<file path="src/rtl/core/shamh_pkg.sv">
`timescale 1ns / 1ps
package shamh_pkg;

  // One queued input item, with the byte count already limited to four.
  typedef struct packed {
    logic [31:0] word;
    logic [2:0]  cnt;
    logic        last;
  } item_t;

  localparam logic [2:0] MaxBytes = 3'd4;
  localparam logic [7:0] PadMark  = 8'h80;

  localparam logic [31:0] IV_TAB [8] = '{
    32'h6a09e667, 32'hbb67ae85, 32'h3c6ef372, 32'ha54ff53a,
    32'h510e527f, 32'h9b05688c, 32'h1f83d9ab, 32'h5be0cd19};

  localparam logic [31:0] K_TAB [64] = '{
    32'h428a2f98, 32'h71374491, 32'hb5c0fbcf, 32'he9b5dba5,
    32'h3956c25b, 32'h59f111f1, 32'h923f82a4, 32'hab1c5ed5,
    32'hd807aa98, 32'h12835b01, 32'h243185be, 32'h550c7dc3,
    32'h72be5d74, 32'h80deb1fe, 32'h9bdc06a7, 32'hc19bf174,
    32'he49b69c1, 32'hefbe4786, 32'h0fc19dc6, 32'h240ca1cc,
    32'h2de92c6f, 32'h4a7484aa, 32'h5cb0a9dc, 32'h76f988da,
    32'h983e5152, 32'ha831c66d, 32'hb00327c8, 32'hbf597fc7,
    32'hc6e00bf3, 32'hd5a79147, 32'h06ca6351, 32'h14292967,
    32'h27b70a85, 32'h2e1b2138, 32'h4d2c6dfc, 32'h53380d13,
    32'h650a7354, 32'h766a0abb, 32'h81c2c92e, 32'h92722c85,
    32'ha2bfe8a1, 32'ha81a664b, 32'hc24b8b70, 32'hc76c51a3,
    32'hd192e819, 32'hd6990624, 32'hf40e3585, 32'h106aa070,
    32'h19a4c116, 32'h1e376c08, 32'h2748774c, 32'h34b0bcb5,
    32'h391c0cb3, 32'h4ed8aa4a, 32'h5b9cca4f, 32'h682e6ff3,
    32'h748f82ee, 32'h78a5636f, 32'h84c87814, 32'h8cc70208,
    32'h90befffa, 32'ha4506ceb, 32'hbef9a3f7, 32'hc67178f2};

endpackage

</file>
<file path="src/rtl/core/shamh_front.sv">
`timescale 1ns / 1ps
module shamh_front import shamh_pkg::*; (
  input  logic        clk_i,
  input  logic        rst_ni,
  input  logic        in_valid_i,
  output logic        in_stall_o,
  input  logic [31:0] data_word_i,
  input  logic [2:0]  valid_bytes_i,
  input  logic        last_i,
  input  logic        pop_i,
  output logic        avail_o,
  output item_t       item_o
);

  item_t      mem_q [2];
  logic       wr_ptr_q, rd_ptr_q;
  logic [1:0] count_q;
  logic       push, pop;
  item_t      in_item;

  assign in_stall_o = (count_q == 2'd2);
  assign avail_o    = (count_q != 2'd0);
  assign push       = in_valid_i && !in_stall_o;
  assign pop        = pop_i && avail_o;
  assign item_o     = mem_q[rd_ptr_q];

  // Counts of five to seven are treated as a full word.
  always_comb begin
    in_item.word = data_word_i;
    in_item.cnt  = (valid_bytes_i > MaxBytes) ? MaxBytes : valid_bytes_i;
    in_item.last = last_i;
  end

  always_ff @(posedge clk_i or negedge rst_ni) begin
    if (!rst_ni) begin
      wr_ptr_q <= 1'b0;
      rd_ptr_q <= 1'b0;
      count_q  <= 2'd0;
    end else begin
      if (push) wr_ptr_q <= ~wr_ptr_q;
      if (pop) rd_ptr_q <= ~rd_ptr_q;
      count_q <= count_q + {1'b0, push} - {1'b0, pop};
    end
  end

  always_ff @(posedge clk_i) begin
    if (push) mem_q[wr_ptr_q] <= in_item;
  end

endmodule

</file>
<file path="config.mk">
export PLATFORM = sky130hd
export DESIGN_NAME = shamh_front
export DESIGN_NICKNAME = d
export VERILOG_FILES = /design/src/rtl/core/shamh_pkg.sv /design/src/rtl/core/shamh_front.sv
export SDC_FILE = /design/constraint.sdc
export NUM_CORES = 1
export LEC_CHECK = 0
export ABC_AREA = 1
export BUFFER_PORTS_ARGS = -buffer_cell sky130_fd_sc_hd__buf_2
export CORE_MARGIN = 2
export CORE_UTILIZATION = 40
export DETAILED_ROUTE_END_ITERATION = 10
export HOLD_SLACK_MARGIN = 0.12
export REMOVE_ABC_BUFFERS = 1
export SYNTH_ARGS = -nofsm -noshare
export SYNTH_HDL_FRONTEND = slang
export SYNTH_SLANG_ARGS = --single-unit
</file>
<file path="constraint.sdc">
create_clock -name clk_i -period 3.1 [get_ports clk_i]
set_clock_uncertainty 0.05 [all_clocks]
set_input_delay 0.155 -clock clk_i [delete_from_list [all_inputs] [get_ports clk_i]]
set_output_delay 0.155 -clock clk_i [all_outputs]
set_load 0.005 [all_outputs]
</file>
==> flow_summary.ini, run 1 <==
[global_route]
grt_usage_pct = 15.3
grt_max_degree = 38
grt_pass1_vias = 1965
grt_pass1_wl_um = 8760
grt.overflow.total = 0
antenna_found_initial = 0

[final_layout]
drive_gt1_share_pct = 27.9
seqCellArea_um2 = 2260
nNetsFinal = 392
multi_input_area_um2 = 520
num_antenna_cells = 0
instances_no_fill = 451
fill_cells = 586
area_growth_pct = 39.1

[placement]
place_hpwl_um = 3260
io_buffers = 77
globalplace.congestion = 0.697
dp_cells = 395

[clocking]
clock_sinks = 76
post_cts_buffers = 0
cts_hold_buf = 40
path_clk_slew_ps = 80
h-tree-depth = 3
cts_tree = done
clockRootBuffer = clkbuf_8
cts_max_path_buffers = 2
numCtsBuffers = 9
clock_latency_ps = 340
cts_resized = 0

[floorplanning]
io_pins = 78
design.core.area_um2 = 6910
rows = 30
start_util_pct = 41.9
die_w_um = 89.0
die_h_um = 89.0
dieArea_um2 = 7920

[synthesis]
synth-seq-area-share_pct = 78.2
yosysWarnings = 0
synthTopCellsByArea = edfxtp_1, nand2_1, dfrtp_1, buf_6, inv_1
muxShareOfSynthArea_pct = 0
syn_inst = 226
syn-cell-area_um2 = 2890
syn_avg_cell_area_um2 = 12.8
synth_top_area_share_pct = 74.8
synthSimpleGateAreaFrac_pct = 16.6
synth_seq_cells = 76
netlist-cell-type-count = 12
synth_compound_area_share_pct = 0.260
synth_top_family_by_area = simple AND/OR/NAND/NOR gates
synthAdderAreaFrac_pct = 0.865
yosysTopAreaCell = edfxtp_1
synth_xor_area_share_pct = 0

[sta]
slew-limit-headroom_pct = 51.7
min_period_ps = 1860
hold_slack_ps = 426
final_max_slew_viol_count = 0
clock.fmax_ghz = 0.538
setup_violations = 0
final.period_utilization_pct = 60.0
hold_viol = 0
rsz0062_at_grt = no
tns_ps = 0
tightest_slew_ps = 723

[worst_setup_path]
worst_ep_arrival_time_ps = 1860
slowest_delay_ps = 580
critPathRequiredTime_ps = 3100
startpoint_type = flop
crit_chain = nand2_1, nand2_1, nor2_4, buf_4
critPathSlowestCell = nor2_4
end_kind = flop
crit_path_max_fanout = 23
cpMostUsedCell = nand2_1
criticalPathCategory = flop to flop

[power]
leakage_nw = 1.78
power_density_nw_per_um2 = 843
ir_drop_v = 0.000409
finalPower_w = 0.00339

[flow_run]
drv_cap = 0

[route]
num_vias = 1935
drt-initial-drc-count = 70
antenna_left = 0
drt-vias-per-instance = 4.29
avgRoutedWirePerCell_um = 12.4
route.detailed.drc = 0
wl_um = 5580
dr.pass1.iters = 4

[outcome]
outcome = complete, no violations

[worst_hold_path]
min_path_type = flop to flop
==> worst max-delay path, delay by kind of cell (launching register included) <==
kind          cells  cell delay (ps)
simple gates      3              830
flops             1              390
buf+inv           1              290
==> where the power goes <==
group	switching (W)	total [W]	internal [W]
sequential	0.0000548	0.00146	0.00140
combinational	0.000625	0.00102	0.000396
clock	0.000373	0.000913	0.000540
total	0.00105	0.00339	0.00234
==> metal layers <==
metal	track usage (%)	vias to the layer above	wire, µm
li1	-	994	-
met1	16.6	881	2370
met2	27.5	54	2880
met3	4.34	6	263
met4	7.33	0	69
met5	0	-	0
==> worst paths after layout <==
path	to	slack (ps)	startpoint	depth (start not counted)
min reg2reg	wr_ptr_q$_DFFE_PN0P_	430	wr_ptr_q$_DFFE_PN0P_	2
max in group asynchronous	rd_ptr_q$_DFFE_PN0P_	2150	rst_ni	3
max reg2reg	mem_q[1][33]$_DFFE_PP_	1240	count_q[1]$_DFF_PN0_	4
max	mem_q[1][33]$_DFFE_PP_	1240	count_q[1]$_DFF_PN0_	4
min in group asynchronous	count_q[0]$_DFF_PN0_	670	rst_ni	3
min	wr_ptr_q$_DFFE_PN0P_	430	wr_ptr_q$_DFFE_PN0P_	2
==> per-stage QoR <==
step	setup WS (ps)	instance area, µm²	util, %
2_1_floorplan	543	2820	-
3_3_place_gp	1270	3380	48.9
3_5_place_dp	1220	3380	48.9
4_1_cts	1200	4020	58.2
5_1_grt	1090	4020	58.2
6_report	1240	4020	58.2
==> flip-flops by register name, indices dropped and copies added (netlist names) <==
name	flops
count_q	2
rd_ptr_q	1
mem_q	72
wr_ptr_q	1
==> kinds of logic (layout without fill, tap and decap cells) <==
logic type,after synthesis,in the layout
compound gates,1,1
fa+ha+maj,2,2
buf+inv,20,149
flops,76,76
simple gates,127,127
==> layout by cell type, fill, tap and decap left out <==
cell type / Yosys / layout
nand2_1: 121 / 121
buf_2: 0 / 77
edfxtp_1: 72 / 72
dlygate4sd3_1: 0 / 40
inv_1: 11 / 11
clkbuf_8: 0 / 9
dfrtp_1: 4 / 4
nand3_1: 3 / 3
bufinv_16: 0 / 3
buf_4: 3 / 3
nor2_1: 3 / 2
ha_1: 2 / 2
inv_6: 0 / 2
clkinvlp_4: 0 / 2
inv_2: 1 / 1
o21a_1: 1 / 1
nor2_4: 0 / 1
buf_12: 0 / 1
==> area by class of cell <==
type                    count  share of cell area [%]
inverters                  12                    1.12
repair buffers            121                    20.6
clock buffers               9                    3.08
flip-flops and latches     76                    56.2
well taps                  96                    2.99
clock inverters             7                    3.05
multi-input cells         130                    12.9
==> synthesized netlist by cell type <==
cell	instances
edfxtp_1	72
nor2_1	3
dfrtp_1	4
buf_6	4
inv_2	1
nand3_1	3
clkbuf_1	1
nand2_1	121
ha_1	2
inv_1	11
buf_4	3
o21a_1	1
No activity file was read; power rests on OpenSTA's default activity.
==> inputs of run 2 (changes only) <==
Settings changed: ABC_AREA 1 to 0.
Clock period 3.1 ns to 1.9 ns, I/O delays scaled along.
==> flow_summary.ini, run 2 <==
[route]
dr.pass1.iters = 4
avgRoutedWirePerCell_um = 13.1
drt-vias-per-instance = 4.40
num_vias = 1605
drt-initial-drc-count = 74
antenna_left = 0
route.detailed.drc = 0
wl_um = 4790

[final_layout]
multi_input_area_um2 = 631
largestRegisters = mem_q (72), count_q (2)
final_common_cell = buf_2
final_cell_mix = buf_2, edfxtp_1, dlygate4sd3_1, mux2_4, clkbuf_8
seqCellArea_um2 = 2260
area_growth_pct = 39.3
top_register = mem_q
nNetsFinal = 304
largest_reg_flops = 72
final_util_pct = 57.1
fill_cells = 572
instances_no_fill = 365
drive_gt1_share_pct = 51.5
num_antenna_cells = 0

[clocking]
numCtsBuffers = 9
clock_latency_ps = 330
path_clk_slew_ps = 70
post_cts_buffers = 0
cts_tree = done
clock_sinks = 76
clockRootBuffer = clkbuf_8
cts_resized = 0
cts_max_path_buffers = 2
h-tree-depth = 3

[outcome]
outcome = complete, no violations

[synthesis]
synth_common_cells = edfxtp_1, mux2_4, mux2_2
yosysTopAreaCell = edfxtp_1
syn_avg_cell_area_um2 = 22.1
synthTopCellsByArea = edfxtp_1, mux2_4, dfrtp_1, mux2_2, buf_6
synth_ff_type = edfxtp_1
syn_inst = 133
synth_seq_cells = 76
synth_edf_count = 72
synth_top_area_share_pct = 73.5
syn-cell-area_um2 = 2940
synth-seq-area-share_pct = 76.9
synth.most_common_cell = edfxtp_1
netlist-cell-type-count = 17
yosysWarnings = 0
async_reset_ff_share_pct = 5.26

[worst_setup_path]
crit_path_max_fanout = 3
critPathRequiredTime_ps = 2100
end_kind = flop
worstRegToRegCells = 7
worst_ep_arrival_time_ps = 1950
reg2reg_slack_ps = 150
criticalPathCategory = flop to flop
rr_startpoint = count_q[1]$_DFF_PN0_
reg2reg_to = count_q[1]$_DFF_PN0_
startpoint_type = flop

[placement]
io_buffers = 77
globalplace.congestion = 0.657
dp_cells = 310
place_hpwl_um = 2990

[global_route]
grt.overflow.total = 0
grt_pass1_wl_um = 7520
grt_usage_pct = 12.3
antenna_found_initial = 0
grt_max_degree = 28
grt_pass1_vias = 1656

[power]
ir_drop_v = 0.000809
leakage_nw = 1.67
power_density_nw_per_um2 = 1370

[sta]
clock.fmax_ghz = 0.571
tightest_slew_ps = 321
min_period_ps = 1750
slew-limit-headroom_pct = 78.6
setup_violations = 0
hold_slack_ps = 439
final_max_slew_viol_count = 0
hold_viol = 0
final.period_utilization_pct = 92.2
rsz0062_at_grt = no

[floorplanning]
design.core.area_um2 = 7180
dieArea_um2 = 8050
rows = 31
start_util_pct = 41.0
die_h_um = 89.7
die_w_um = 89.7
io_pins = 78

[worst_hold_path]
hold_end = mem_q[1][32]$_DFFE_PP_
whs_path_depth = 2
min_path_type = input pin to flop
min_from = data_word_i[28]

[flow_run]
drv_cap = 0
-- run 2: changes by cell type in the layout (fill, tap and decap cells not counted), moves of 3 or more --
cell | previous run | this run
nand2_1 | 121 | 1
mux2_4 | 0 | 29
inv_1 | 11 | 2
mux2_2 | 0 | 7
nand3_1 | 3 | 0
xnor2_1 | 0 | 3
-- run 2: worst max-delay path by stage --
stage,to,start
2_1_floorplan,mem_q[0][0]$_DFFE_PP_,count_q[1]$_DFF_PN0_
3_3_place_gp,count_q[1]$_DFF_PN0_,count_q[1]$_DFF_PN0_
3_5_place_dp,count_q[1]$_DFF_PN0_,count_q[1]$_DFF_PN0_
4_1_cts,count_q[1]$_DFF_PN0_,count_q[1]$_DFF_PN0_
5_1_grt,count_q[1]$_DFF_PN0_,count_q[1]$_DFF_PN0_
6_report,count_q[1]$_DFF_PN0_,count_q[1]$_DFF_PN0_
-- run 2: kinds of logic (layout without fill, tap and decap cells) --
family	after synthesis	in the layout	share of synthesized area [%]
xor+xnor	4	4	1.19
fa+ha+maj	2	2	0.851
buf+inv	7	140	1.91
flops	76	76	76.9
mux	36	36	17.5
simple gates	8	8	1.62
-- run 2: where the power goes --
part | switching [W] | leakage, nW | total, W | internal [W]
combinational | 0.000787 | 0.834 | 0.00181 | 0.00102
clock | 0.000528 | 0.116 | 0.00138 | 0.000856
sequential | 0.000110 | 0.715 | 0.00241 | 0.00230
-- run 2: worst max-delay path, stage by stage, from the launching register on --
cell and delay, ps:
dfrtp_1 400, or2_1 240, and2_4 170, ha_1 260, inv_1 40, ha_1 180
xnor2_1 180, xnor2_1 150
-- run 2: layout make-up --
type / count / share of cell area, %
repair buffers: 123 / 20.6
clock inverters: 6 / 2.54
flip-flops and latches: 76 / 55.3
inverters: 2 / 0.183
well taps: 99 / 3.02
multi-input cells: 50 / 15.4
clock buffers: 9 / 3.02
-- run 2: what timing repair did --
action | in CTS | in global routing
endpoints found under the setup margin | 0 | 0
hold endpoints to repair | 78 | 0
hold buffers | 40 | 0
-- run 2: stage by stage --
stage	worst slack [ps]	total power, W	area (µm²)	setup TNS [ps]
after floorplan	-688	0.00356	2890	-25270
after global placement	226	0.00421	3470	0
after detailed placement	189	0.00423	3470	0
after CTS	158	0.00569	4100	0
after global routing	40.6	0.00588	4100	0
final	148	0.00560	4100	0
-- run 2: per-layer routing --
| layer | global-route usage [%] | part of all wire, % | up-vias |
|---|---|---|---|
| met1 | 13.3 | 42 | 780 |
| met5 | 0 | 0 | - |
| met4 | 7.31 | 1.6 | 0 |
| li1 | - | - | 770 |
| met3 | 3.19 | 4.4 | 8 |
| met2 | 21.5 | 52 | 47 |
